**src/rtl/tlux_pkg.sv**
```systemverilog
// ----------------------------------------------------------------------------
// tlux_pkg
// Shared types, constants and the power table for the two-channel lux block.
// ----------------------------------------------------------------------------
package tlux_pkg;

	localparam int unsigned POWER_TABLE_ENTRIES = 64;
	localparam int unsigned IDX_W = $clog2(POWER_TABLE_ENTRIES);
	localparam int unsigned TAB_MAX = POWER_TABLE_ENTRIES - 1;

	localparam int unsigned COUNT_W = 16;
	localparam int unsigned RATIO_W = 16;
	localparam int unsigned LUX_W = 20;
	localparam int unsigned POW_W = 16;
	localparam int unsigned COEF_W = 20;
	localparam int unsigned PROD_W = COEF_W + COUNT_W;
	localparam int unsigned WIDE_W = 52;

	// divider stages in front, then region, table, two multiply stages, output
	localparam int unsigned DIV_STAGES = 4;
	localparam int unsigned LATENCY = DIV_STAGES + 5;

	// ratio thresholds, unsigned Q2.14
	localparam logic [RATIO_W-1:0] RATIO_050 = 16'd8192;
	localparam logic [RATIO_W-1:0] RATIO_061 = 16'd9994;
	localparam logic [RATIO_W-1:0] RATIO_080 = 16'd13107;
	localparam logic [RATIO_W-1:0] RATIO_130 = 16'd21299;
	localparam logic [RATIO_W-1:0] RATIO_SAT = 16'hFFFF;

	// index rounding: ratio 0.50 spans the table
	localparam int unsigned IDX_SHIFT = 13;
	localparam int unsigned IDX_HALF = 1 << (IDX_SHIFT - 1);

	// coefficients, Q0.24
	localparam logic [COEF_W-1:0] K_0304 = 20'd510027;
	localparam logic [COEF_W-1:0] K_062 = 20'd1040187;
	localparam logic [COEF_W-1:0] K_0224 = 20'd375810;
	localparam logic [COEF_W-1:0] K_031 = 20'd520094;
	localparam logic [COEF_W-1:0] K_0128 = 20'd214748;
	localparam logic [COEF_W-1:0] K_0153 = 20'd256691;
	localparam logic [COEF_W-1:0] K_00146 = 20'd24495;
	localparam logic [COEF_W-1:0] K_00112 = 20'd18790;

	// lux regions
	localparam logic [2:0] REG_POW = 3'd0;
	localparam logic [2:0] REG_LOW = 3'd1;
	localparam logic [2:0] REG_MID = 3'd2;
	localparam logic [2:0] REG_HIGH = 3'd3;
	localparam logic [2:0] REG_NONE = 3'd4;

	typedef struct packed {
		logic [COUNT_W-1:0] channel0_count;
		logic [COUNT_W-1:0] channel1_count;
	} sample_t;

	typedef struct packed {
		logic [LUX_W-1:0] lux;
		logic             divide_error;
	} result_t;

	typedef struct packed {
		logic               valid;
		sample_t            smp;
		logic [RATIO_W-1:0] ratio;
		logic               zero;
	} div_out_t;

	typedef logic [POWER_TABLE_ENTRIES-1:0][POW_W-1:0] pow_rom_t;

	// true when (p/2^16)^5 <= (k/d)^7, exact
	function automatic logic pow_fits(input logic [31:0] p, input logic [31:0] k,
			input logic [31:0] d);
		logic [191:0] lhs;
		logic [191:0] rhs;
		lhs = 192'd1;
		rhs = 192'd1;
		for (int i = 0; i < 5; i++) begin
			lhs = lhs * {160'd0, p};
			rhs = rhs << 16;
		end
		for (int i = 0; i < 7; i++) begin
			lhs = lhs * {160'd0, d};
			rhs = rhs * {160'd0, k};
		end
		return lhs <= rhs;
	endfunction

	// word k = floor(2^16 * (k/d)^1.4), d = 2*(entries-1), by bitwise search
	function automatic pow_rom_t build_pow_rom();
		pow_rom_t rom;
		logic [31:0] d;
		logic [31:0] p;
		rom = '0;
		d = 32'(2 * TAB_MAX);
		for (int k = 0; k < POWER_TABLE_ENTRIES; k++) begin
			p = 32'd0;
			for (int b = POW_W - 1; b >= 0; b--) begin
				if (pow_fits(p | (32'd1 << b), 32'(k), d)) begin
					p = p | (32'd1 << b);
				end
			end
			rom[k] = p[POW_W-1:0];
		end
		return rom;
	endfunction

	localparam pow_rom_t POW_ROM = build_pow_rom();

endpackage

```
**src/rtl/tlux_div.sv**
```systemverilog
// ----------------------------------------------------------------------------
// tlux_div
// Pipelined restoring divider forming ratio = (ch1 << 14) / ch0, saturated.
// ----------------------------------------------------------------------------
module tlux_div (
	input  logic                clk,
	input  logic                arst_n,
	input  logic                in_valid,
	input  tlux_pkg::sample_t   in_smp,
	output tlux_pkg::div_out_t  out
);

	typedef struct packed {
		logic [15:0] rem;
		logic [15:0] quo;
	} div_state_t;

	// four quotient bits per call, dbits brought in msb first
	function automatic div_state_t div_steps(input div_state_t st, input logic [3:0] dbits,
			input logic [15:0] d);
		div_state_t r;
		logic [16:0] trial;
		r = st;
		for (int i = 3; i >= 0; i--) begin
			trial = {r.rem, dbits[i]};
			if (trial >= {1'b0, d}) begin
				r.rem = 16'(trial - {1'b0, d});
				r.quo = {r.quo[14:0], 1'b1};
			end else begin
				r.rem = trial[15:0];
				r.quo = {r.quo[14:0], 1'b0};
			end
		end
		return r;
	endfunction

	div_state_t        init_st;
	div_state_t        st_s1, st_s2, st_s3, st_s4;
	tlux_pkg::sample_t smp_s1, smp_s2, smp_s3, smp_s4;
	logic              vld_s1, vld_s2, vld_s3, vld_s4;
	logic              sat_s1, sat_s2, sat_s3, sat_s4;
	logic              zero_s1, zero_s2, zero_s3, zero_s4;

	// quotient fits 16 bits unless ch1 >= 4*ch0, so the top dividend bits start the remainder
	assign init_st.rem = {2'b00, in_smp.channel1_count[15:2]};
	assign init_st.quo = 16'd0;

	always_ff @(posedge clk or negedge arst_n) begin
		if (!arst_n) begin
			vld_s1 <= 1'b0;
			vld_s2 <= 1'b0;
			vld_s3 <= 1'b0;
			vld_s4 <= 1'b0;
		end else begin
			vld_s1 <= in_valid;
			vld_s2 <= vld_s1;
			vld_s3 <= vld_s2;
			vld_s4 <= vld_s3;
		end
	end

	always_ff @(posedge clk) begin
		smp_s1 <= in_smp;
		zero_s1 <= (in_smp.channel0_count == 16'd0);
		sat_s1 <= ({2'b00, in_smp.channel1_count} >= {in_smp.channel0_count, 2'b00});
		st_s1 <= div_steps(init_st, {in_smp.channel1_count[1:0], 2'b00},
			in_smp.channel0_count);

		smp_s2 <= smp_s1;
		zero_s2 <= zero_s1;
		sat_s2 <= sat_s1;
		st_s2 <= div_steps(st_s1, 4'd0, smp_s1.channel0_count);

		smp_s3 <= smp_s2;
		zero_s3 <= zero_s2;
		sat_s3 <= sat_s2;
		st_s3 <= div_steps(st_s2, 4'd0, smp_s2.channel0_count);

		smp_s4 <= smp_s3;
		zero_s4 <= zero_s3;
		sat_s4 <= sat_s3;
		st_s4 <= div_steps(st_s3, 4'd0, smp_s3.channel0_count);
	end

	assign out.valid = vld_s4;
	assign out.smp = smp_s4;
	assign out.zero = zero_s4;
	assign out.ratio = sat_s4 ? tlux_pkg::RATIO_SAT : st_s4.quo;

endmodule

```
**src/rtl/two_channel_lux_calculation.sv**
```systemverilog
// ----------------------------------------------------------------------------
// two_channel_lux_calculation
// Lux from a broadband / infrared count pair by the piecewise ratio formula.
// ----------------------------------------------------------------------------
// channel | signals                 | handshake
// sample  | start, busy, sample     | taken when start high and busy low
// result  | done, result            | one-cycle strobe, cannot be held off
//
// one item enters every cycle; busy is always low
// each item passes through four divider stages, then region/index,
// table read, two multiply stages and the output stage
// reset clears the valid bits only; items in flight are dropped
// there is no stall anywhere in the pipeline
// ----------------------------------------------------------------------------
module two_channel_lux_calculation (
	input  logic               clk,
	input  logic               arst_n,
	input  logic               start,
	output logic               busy,
	input  tlux_pkg::sample_t  sample,
	output logic               done,
	output tlux_pkg::result_t  result
);

	localparam int unsigned IDX_PROD_W = tlux_pkg::RATIO_W + tlux_pkg::IDX_W + 1;
	localparam int unsigned IDX_FULL_W = IDX_PROD_W - tlux_pkg::IDX_SHIFT;

	tlux_pkg::div_out_t div_out;

	tlux_div u_div (
		.clk      (clk),
		.arst_n   (arst_n),
		.in_valid (start),
		.in_smp   (sample),
		.out      (div_out)
	);

	assign busy = 1'b0;

	// stage 5: region and table index
	logic [IDX_PROD_W-1:0]     idx_prod;
	logic [IDX_FULL_W-1:0]     idx_full;
	logic [tlux_pkg::IDX_W-1:0] idx_c;
	logic [2:0]                region_c;

	always_comb begin
		idx_prod = IDX_PROD_W'(div_out.ratio) * IDX_PROD_W'(tlux_pkg::TAB_MAX)
			+ IDX_PROD_W'(tlux_pkg::IDX_HALF);
		idx_full = idx_prod[IDX_PROD_W-1:tlux_pkg::IDX_SHIFT];
		if (idx_full > IDX_FULL_W'(tlux_pkg::TAB_MAX)) begin
			idx_c = tlux_pkg::IDX_W'(tlux_pkg::TAB_MAX);
		end else begin
			idx_c = idx_full[tlux_pkg::IDX_W-1:0];
		end
		priority if (div_out.ratio <= tlux_pkg::RATIO_050) begin
			region_c = tlux_pkg::REG_POW;
		end else if (div_out.ratio <= tlux_pkg::RATIO_061) begin
			region_c = tlux_pkg::REG_LOW;
		end else if (div_out.ratio <= tlux_pkg::RATIO_080) begin
			region_c = tlux_pkg::REG_MID;
		end else if (div_out.ratio <= tlux_pkg::RATIO_130) begin
			region_c = tlux_pkg::REG_HIGH;
		end else begin
			region_c = tlux_pkg::REG_NONE;
		end
	end

	logic                       vld_s5, vld_s6, vld_s7, vld_s8, vld_s9;
	tlux_pkg::sample_t          smp_s5;
	logic                       zero_s5, zero_s6, zero_s7, zero_s8;
	logic [2:0]                 region_s5, region_s6, region_s7, region_s8;
	logic [tlux_pkg::IDX_W-1:0] idx_s5;

	// stage 6: table read and the two linear products
	logic [tlux_pkg::COEF_W-1:0] ka_c, kb_c;
	logic [tlux_pkg::POW_W-1:0]  pow_s6;
	logic [tlux_pkg::COUNT_W-1:0] ch0_s6;
	logic [tlux_pkg::PROD_W-1:0] a_prod_s6, a_prod_s7;
	logic [tlux_pkg::PROD_W-1:0] b_prod_s6, b_prod_s7;

	always_comb begin
		unique case (region_s5)
			tlux_pkg::REG_POW: begin
				ka_c = tlux_pkg::K_0304;
				kb_c = '0;
			end
			tlux_pkg::REG_LOW: begin
				ka_c = tlux_pkg::K_0224;
				kb_c = tlux_pkg::K_031;
			end
			tlux_pkg::REG_MID: begin
				ka_c = tlux_pkg::K_0128;
				kb_c = tlux_pkg::K_0153;
			end
			tlux_pkg::REG_HIGH: begin
				ka_c = tlux_pkg::K_00146;
				kb_c = tlux_pkg::K_00112;
			end
			default: begin
				ka_c = '0;
				kb_c = '0;
			end
		endcase
	end

	// stage 7: ch0 * ratio^1.4
	logic [31:0] p_s7;

	// stage 8: both terms aligned to 2^-40 lux
	logic [tlux_pkg::WIDE_W-1:0] a_s8, b_s8;

	// stage 9: difference, round half up, clamp at zero; zero also for ch0 = 0 or no region
	logic [tlux_pkg::WIDE_W-1:0] diff_c, round_c;
	logic [tlux_pkg::LUX_W-1:0]  lux_c;
	tlux_pkg::result_t           result_s9;

	always_comb begin
		diff_c = a_s8 - b_s8;
		round_c = diff_c + tlux_pkg::WIDE_W'(32'h8000_0000);
		// the top 20 bits cannot exceed the lux ceiling
		if (zero_s8 || region_s8 == tlux_pkg::REG_NONE || b_s8 >= a_s8) begin
			lux_c = '0;
		end else begin
			lux_c = round_c[tlux_pkg::WIDE_W-1:32];
		end
	end

	always_ff @(posedge clk or negedge arst_n) begin
		if (!arst_n) begin
			vld_s5 <= 1'b0;
			vld_s6 <= 1'b0;
			vld_s7 <= 1'b0;
			vld_s8 <= 1'b0;
			vld_s9 <= 1'b0;
		end else begin
			vld_s5 <= div_out.valid;
			vld_s6 <= vld_s5;
			vld_s7 <= vld_s6;
			vld_s8 <= vld_s7;
			vld_s9 <= vld_s8;
		end
	end

	always_ff @(posedge clk) begin
		smp_s5 <= div_out.smp;
		zero_s5 <= div_out.zero;
		region_s5 <= region_c;
		idx_s5 <= idx_c;

		pow_s6 <= tlux_pkg::POW_ROM[idx_s5];
		ch0_s6 <= smp_s5.channel0_count;
		a_prod_s6 <= tlux_pkg::PROD_W'(ka_c) * tlux_pkg::PROD_W'(smp_s5.channel0_count);
		b_prod_s6 <= tlux_pkg::PROD_W'(kb_c) * tlux_pkg::PROD_W'(smp_s5.channel1_count);
		zero_s6 <= zero_s5;
		region_s6 <= region_s5;

		p_s7 <= 32'(ch0_s6) * 32'(pow_s6);
		a_prod_s7 <= a_prod_s6;
		b_prod_s7 <= b_prod_s6;
		zero_s7 <= zero_s6;
		region_s7 <= region_s6;

		a_s8 <= {a_prod_s7, 16'd0};
		if (region_s7 == tlux_pkg::REG_POW) begin
			b_s8 <= tlux_pkg::WIDE_W'(tlux_pkg::K_062) * tlux_pkg::WIDE_W'(p_s7);
		end else begin
			b_s8 <= {b_prod_s7, 16'd0};
		end
		zero_s8 <= zero_s7;
		region_s8 <= region_s7;

		result_s9.lux <= lux_c;
		result_s9.divide_error <= zero_s8;
	end

	assign done = vld_s9;
	assign result = result_s9;

endmodule

```
**config.mk**
```make
export PLATFORM = sky130hd
export DESIGN_NAME = two_channel_lux_calculation
export DESIGN_NICKNAME = d
export VERILOG_FILES = /design/src/rtl/tlux_pkg.sv /design/src/rtl/tlux_div.sv /design/src/rtl/two_channel_lux_calculation.sv
export SDC_FILE = /design/constraint.sdc
export NUM_CORES = 2
export LEC_CHECK = 0
export BUFFER_PORTS_ARGS = -buffer_cell sky130_fd_sc_hd__buf_2
export CAP_MARGIN = 25
export CORE_MARGIN = 2
export CORE_UTILIZATION = 60
export CTS_BUF_LIST = sky130_fd_sc_hd__clkbuf_4 sky130_fd_sc_hd__clkbuf_8
export DETAILED_ROUTE_END_ITERATION = 8
export MAX_ROUTING_LAYER = met4
export PLACE_DENSITY = 0.76
export SYNTH_ARGS = -nofsm -noshare
export SYNTH_HDL_FRONTEND = slang
export SYNTH_HIERARCHICAL = 1
export SYNTH_SLANG_ARGS = --single-unit
```
**constraint.sdc**
```tcl
create_clock -name clk -period 12.2 [get_ports clk]
set_clock_uncertainty 0.15 [all_clocks]
set_input_delay 1.22 -clock clk [delete_from_list [all_inputs] [get_ports clk]]
set_output_delay 1.22 -clock clk [all_outputs]
set_load 0.05 [all_outputs]
```
# Word level (Yosys, flattened, before mapping)
# Memory sizes are Yosys's and may differ from the RTL's. A register that Yosys moved wholly into a read port is not among the register bits.
# Index checks and enable logic that the tools add are counted.
[classes]
n_bitwise = 0
multipliers = 5
shifts = 0
order_cmp = 23
mux = 23
eq_ne = 4
div_mod_pow = 0
n_reduce_logical = 7
add_sub_neg = 18
[op_table]
columns = ["op", "count"]
rows = [
  ["$mux W32", 15],
  ["$ge A17 B16 Y1", 15],
  ["$sub A16 B16 Y16", 14],
  ["$pmux W19 S4", 1],
  ["$mul A20 B16 Y36", 2],
  ["$pmux W19 S3", 1],
  ["$add A52 B32 Y52 const B", 1],
  ["$ge A52 B52 Y1", 1],
  ["$mul A20 B32 Y52 const A", 1],
  ["$mux W52", 1],
  ["$sub A52 B52 Y52", 1],
  ["$le A16 B14 Y1 const B", 3],
  ["$mul A16 B16 Y32", 1],
  ["$add A22 B13 Y23 const B", 1],
  ["$mul A16 B6 Y22 const B", 1],
  ["$ge A16 B18 Y1", 1],
  ["$ge A15 B16 Y1", 1],
  ["$le A16 B15 Y1 const B", 1],
  ["$logic_not A16 Y1", 1],
  ["$mux W16", 1],
  ["$sub A15 B16 Y16", 1],
  ["$gt A10 B6 Y1 const B", 1],
  ["$eq A3 B2 Y1 const B", 2],
  ["$logic_not A3 Y1", 2],
  ["8 further kinds", 10],
]
[word_totals]
ram_bits = 0
mem_count = 1
latch_bits = 0
in_bits = 35
word_cells = 140
regBits = 609
romBits = 1024
[mem_list]
columns = ["memory", "depth", "width", "read_ports", "rd_ports_with_merged_regs", "write_ports", "line", "source"]
rows = [
  ["(name not given)", 64, 16, 1, 1, 0, "two_channel_lux_calculation.sv:150", "pow_s6 <= tlux_pkg::POW_ROM[idx_s5];"],
]

# Depth between registers and ports, before layout
[depth]
ltp_word = 8
mapped_depth = 51
ltp_nobuf = 47

# By module
# The synthesis kept the hierarchy.
[modules_own_cells]
columns = ["mod", "instances", "cells_each", "seq_area_each_um2", "area_per_inst_um2"]
rows = [
  ["two_channel_lux_calculation", 1, 5631, 7532.2, 54217.0],
  ["tlux_div", 1, 2233, 4584.4, 18889.4],
]

# Least setup slack after synthesis
# Ideal clock, no wire load.
[synth_path]
kind = "input port to flip-flop"
start = "input sample[1] in the netlist's numbering"
end = "register u_div/st_s1[29] in the netlist's numbering"
setup_slack_ps = 775
setup_time_ps = 122
required_ps = 11928
arrival_time_ps = 11153
cell_stages = 49
n_path_buf = 5
path_cell_list = "inv_1 ha_1 inv_1 fa_1 a21o_1 a21o_1 a21oi_1 o21ai_1 a32oi_2 inv_2 clkbuf_1 o21ai_0 inv_1 ha_1 nor2b_1 o21a_1 o21a_1 o32a_1 [... 13 more ...] a211oi_1 buf_2 buf_2 and2_1 ha_1 nor2b_1 o21ai_0 a21oi_1 o31ai_1 a211oi_1 or4_1 a21oi_1 o21ai_0 or3_1 buf_6 nand2_4 inv_2 a221o_1"
[synth_between]
elab_chain_len = 8
word_cells_on_any_way = 12
cone_classes = "add/sub (4); order compare (4); mux (4)"
[synth_rtl]
columns = ["element", "line", "source"]
rows = [
  ["from (decl)", "two_channel_lux_calculation.sv:20", "input tlux_pkg::sample_t sample,"],
  ["$sub A15 B16 Y16 or $ge A15 B16 Y1 (tied branches)", "tlux_div.sv:27, tlux_div.sv:26", ""],
  ["$mux W32 *", "tlux_div.sv:26", "if (trial >= {1'b0, d}) begin"],
  ["$sub A16 B16 Y16 or $ge A17 B16 Y1 (tied branches)", "tlux_div.sv:27, tlux_div.sv:26", ""],
  ["$mux W32 *", "tlux_div.sv:26", ""],
  ["$sub A16 B16 Y16 or $ge A17 B16 Y1 (tied branches)", "tlux_div.sv:27, tlux_div.sv:26", ""],
  ["$mux W32 *", "tlux_div.sv:26", ""],
  ["$sub A16 B16 Y16 or $ge A17 B16 Y1 (tied branches)", "tlux_div.sv:27, tlux_div.sv:26", ""],
  ["$mux W32 *", "tlux_div.sv:26", ""],
  ["to (signal assigned)", "tlux_div.sv:66", "st_s1 <= div_steps(init_st, {in_smp.channel1_count[1:0], 2'b00},"],
  ["to (decl)", "tlux_div.sv:38", "div_state_t st_s1, st_s2, st_s3, st_s4;"],
]
# Every way passes the cells marked *; elsewhere a longest branch is shown, timed or not.
# A chain may end at the register's enable or synchronous reset.

# Worst setup path after layout
[layout_path]
start = "register u_div/smp_s3[17] in the netlist's numbering"
end = "register u_div/st_s4[0] in the netlist's numbering"
[layout_between]
elab_chain_len = 8
word_cells_on_any_way = 11
cone_classes = "add/sub (3); order compare (4); mux (4)"
[layout_rtl]
columns = ["element", "line", "source"]
rows = [
  ["from (decl)", "tlux_div.sv:39", "tlux_pkg::sample_t smp_s1, smp_s2, smp_s3, smp_s4;"],
  ["from (signal assigned)", "tlux_div.sv:74", "smp_s3 <= smp_s2;"],
  ["$sub A16 B16 Y16 or $ge A17 B16 Y1 (tied branches)", "tlux_div.sv:27, tlux_div.sv:26", ""],
  ["$mux W32", "tlux_div.sv:26", ""],
  ["$sub A16 B16 Y16 or $ge A17 B16 Y1 (tied branches)", "tlux_div.sv:27, tlux_div.sv:26", ""],
  ["$mux W32", "tlux_div.sv:26", ""],
  ["$sub A16 B16 Y16 or $ge A17 B16 Y1 (tied branches)", "tlux_div.sv:27, tlux_div.sv:26", ""],
  ["$mux W32", "tlux_div.sv:26", ""],
  ["$ge A17 B16 Y1 *", "tlux_div.sv:26", ""],
  ["$mux W1 *", "tlux_div.sv:26", ""],
  ["to (signal assigned)", "tlux_div.sv:82", "st_s4 <= div_steps(st_s3, 4'd0, smp_s3.channel0_count);"],
  ["to (decl)", "tlux_div.sv:38", ""],
]
# Marks and branches as above.

==> key figures <==
Synthesis
  – Avg Cell Area, Syn: 9.30 µm²
  – Post-synth top flop: dfxtp_1
  – Sequential area share after synthesis: between 10% and 20%
  – Synth async-reset ratio: ~1.5%
  – Cell Area, Synth: 0.0731 mm²
  – Cells after Synth: 7864
  – EDFF count, synth: 0
  – Register bit total from synthesis: ~600
  – Library cells used by synthesis: between 100 and 150
  – Syn Nets: a little under 10000
  – YS warnings: 6

STA
  – Unrepaired setup endpoints after global routing: no
  – Tcrit/Tclk final: between 90% and 100%
  – Post-layout minimum cycle time: 11.27 ns
  – Final setup fails: 0
  – Fmax: roughly 89 MHz
  – Hold Vio Cnt, Final: 0
  – Slew HR: around a third
  – Slew @ Worst Pin: 0.983 ns
  – Final worst slack: 0.926 ns
  – Setup TNS Final: 0 ns
  – Final Max Tran Viols: 0

GRT
  – Vias in the first global route: 56900
  – Total Routing Usage GR: 32.4%
  – Initial antenna violation count: 8
  – GRT overflow: 0
  – First-pass GRT wire length: 308000 µm
  – Largest net degree at the start of global routing: a little over 80

Worst setup path
  – Crit path capture type: flop
  – Slowest cell on crit path: or2_2
  – WP data arrival: roughly 12 ns
  – Startpoint types: flop
  – Crit Path Class: flop to flop
  – CP peak stage delay: 0.55 ns
  – Crit path max fanout: 16
  – Critical Path RT: about 13 ns
  – Crit-path most repeated cell: a21o_1

Layout
  – Synth-to-Final Area Change: 6.79%
  – Filler instances: slightly above 10000
  – Final #Nets: approximately 10000
  – Design Area, Final: 0.0781 mm²
  – Highest-count cells in the layout ignoring fill and taps: inv_1, fa_1, ha_1
  – Commonest non-fill, non-tap cell in the layout: inv_1
  – Share of layout cells above drive strength 1: around 6.8%

Floorplan
  – I/O Pins: 58
  – # rows: between 100 and 150
  – Initial core utilization: 60.2%
  – Die Wd: 353 µm
  – CORE AREA: ~0.12 mm²
  – Die H: 353 µm
  – Die area: ~0.12 mm²

Place
  – GPL Wtd Cong: 0.985
  – Post-DP Area: 0.0754 mm²
  – Worst slack at placement: 0.476 ns
  – HPWL Detailed: approximately 160000 µm
  – IO Port Bufs: 56

Hold path
  – Hold Crit Class: flop to flop

Clock tree
  – Clk_lat worst skew: about 0.87 ns
  – TritonCTS clock tree: done
  – Clk root buf: clkbuf_8
  – Reg clk slew, reported paths: around 0.07 ns
  – CTS sink cnt: 603
  – Post-CTS setup buffer count: 0
  – Maximum clock path buffer count: 3
  – TritonCTS Buffers: approximately 110
  – H-tree depth: 3

Detailed routing
  – DR iter-0 viols: 3631
  – Via count: between 50000 and 60000
  – 1st-pass router iterations: 6
  – WL/cell: ~20 µm
  – DRC viols: 0
  – Detailed-route wire length: 191000 µm
  – Final ANT Viol Nets: 0
  – Vias per cell: around 5.6

Outcome
  – Status: complete, no violations

Run
  – Max Cap Violations: 0
-- metal layers --
| metal | wire length [µm] | global-route usage [%] | vias to the layer above |
|---|---|---|---|
| met2 | 94600 | 55.0 | 1528 |
| li1 | - | - | 25700 |
| met5 | 0 | - | - |
| met1 | 77000 | 38.7 | 26500 |
| met3 | 9350 | 3.92 | 389 |
| met4 | 9870 | 14.6 | 0 |
-- repair_timing --
item                                    4_1_cts  5_1_grt
resized for setup                             0        4
hold buffers                                  1        0
endpoints found under the setup margin        0       15
endpoints found under the hold margin         9        0
-- stage by stage --
stage	util, %	std cells	hold slack [ns]
finish	64.3	9671	0.140
global route	64.3	9669	0.163
CTS	64.3	9665	0.141
detailed placement	62.1	9467	0.162
global placement	62.1	9467	0.160
floorplan	-	7864	0.160
-- cells in the mapped netlist, types with 50 or more instances --
| cell | instances | area (µm²) |
|---|---|---|
| nand2_1 | 540 | 2030 |
| nand2b_1 | 64 | 400 |
| or2_2 | 50 | 313 |
| ha_1 | 1011 | 12600 |
| o21a_1 | 64 | 480 |
| inv_1 | 1595 | 5990 |
| dfxtp_1 | 594 | 11900 |
| nor2b_1 | 65 | 407 |
| o21ai_0 | 272 | 1360 |
| o21bai_1 | 68 | 510 |
| nand3_1 | 102 | 510 |
| and3_1 | 57 | 357 |
| nand4_1 | 69 | 432 |
| xor2_1 | 110 | 963 |
| nor3_1 | 81 | 405 |
| fa_1 | 1030 | 20600 |
| a21o_1 | 193 | 1450 |
| a21oi_1 | 374 | 1870 |
| nor2_1 | 379 | 1420 |
| and2_1 | 168 | 1050 |
| xnor2_1 | 215 | 1880 |
| clkbuf_1 | 129 | 484 |
| mux2_2 | 98 | 1100 |
-- final timing paths --
check,cells after the start,end,slack (ns),startpoint
setup / recovery,42,u_div/st_s4[0]$_DFF_P_,0.93,u_div/smp_s3[17]$_DFF_P_
hold / removal,0,smp_s5[15]$_DFF_P_,0.14,u_div/out[32]$_DFF_P_
setup reg to reg,42,u_div/st_s4[0]$_DFF_P_,0.93,u_div/smp_s3[17]$_DFF_P_
hold reg to reg,0,smp_s5[15]$_DFF_P_,0.14,u_div/out[32]$_DFF_P_
max in group asynchronous,2,done$_DFF_PN0_,11.12,arst_n
min in group asynchronous,2,u_div/vld_s4$_DFF_PN0_,0.61,arst_n
-- critical path: cells and delay by family, from the launching register on --
kind                     cells  cell delay [ns]
flip-flops                   1             0.48
AO/OA/AOI/OAI               22             5.15
buffers and inverters        4             0.73
adder cells (fa/ha/maj)      4             1.35
multiplexers                 2             0.67
AND/OR/NAND/NOR             10             2.62
-- final cells by class --
type / count / area, µm² / area share (%)
sequential: 603 / 12100 / 15.5
clock buffer: 144 / 1870 / 2.39
tap: 1625 / 2030 / 2.60
antenna: 6 / 15.0 / 0.0192
clock inverter: 53 / 732 / 0.938
timing repair buffer: 140 / 926 / 1.19
multi-input combinational: 5501 / 54400 / 69.7
inverter: 1599 / 6000 / 7.69
-- registers in the layout (all words and copies together) (netlist names), 36 cells and up --
name / cells
a_s8: 36
b_s8: 52
a_prod_s6: 36
b_prod_s7: 36
b_prod_s6: 36
a_prod_s7: 36
-- logic make-up after synthesis --
group	share of synthesized area (%)
AOI/OAI and AO/OA	11.8
xor gates and xnor gates	3.89
adders and majority gates	45.5
buffers and inverters	9.12
DFF	16.6
muxes	2.08
other	0.00513
and+or+nand+nor	11.1
Power is left out: the tool's default activity adds up to more than one toggle a clock period on the data nets, which glitch-free logic cannot reach.
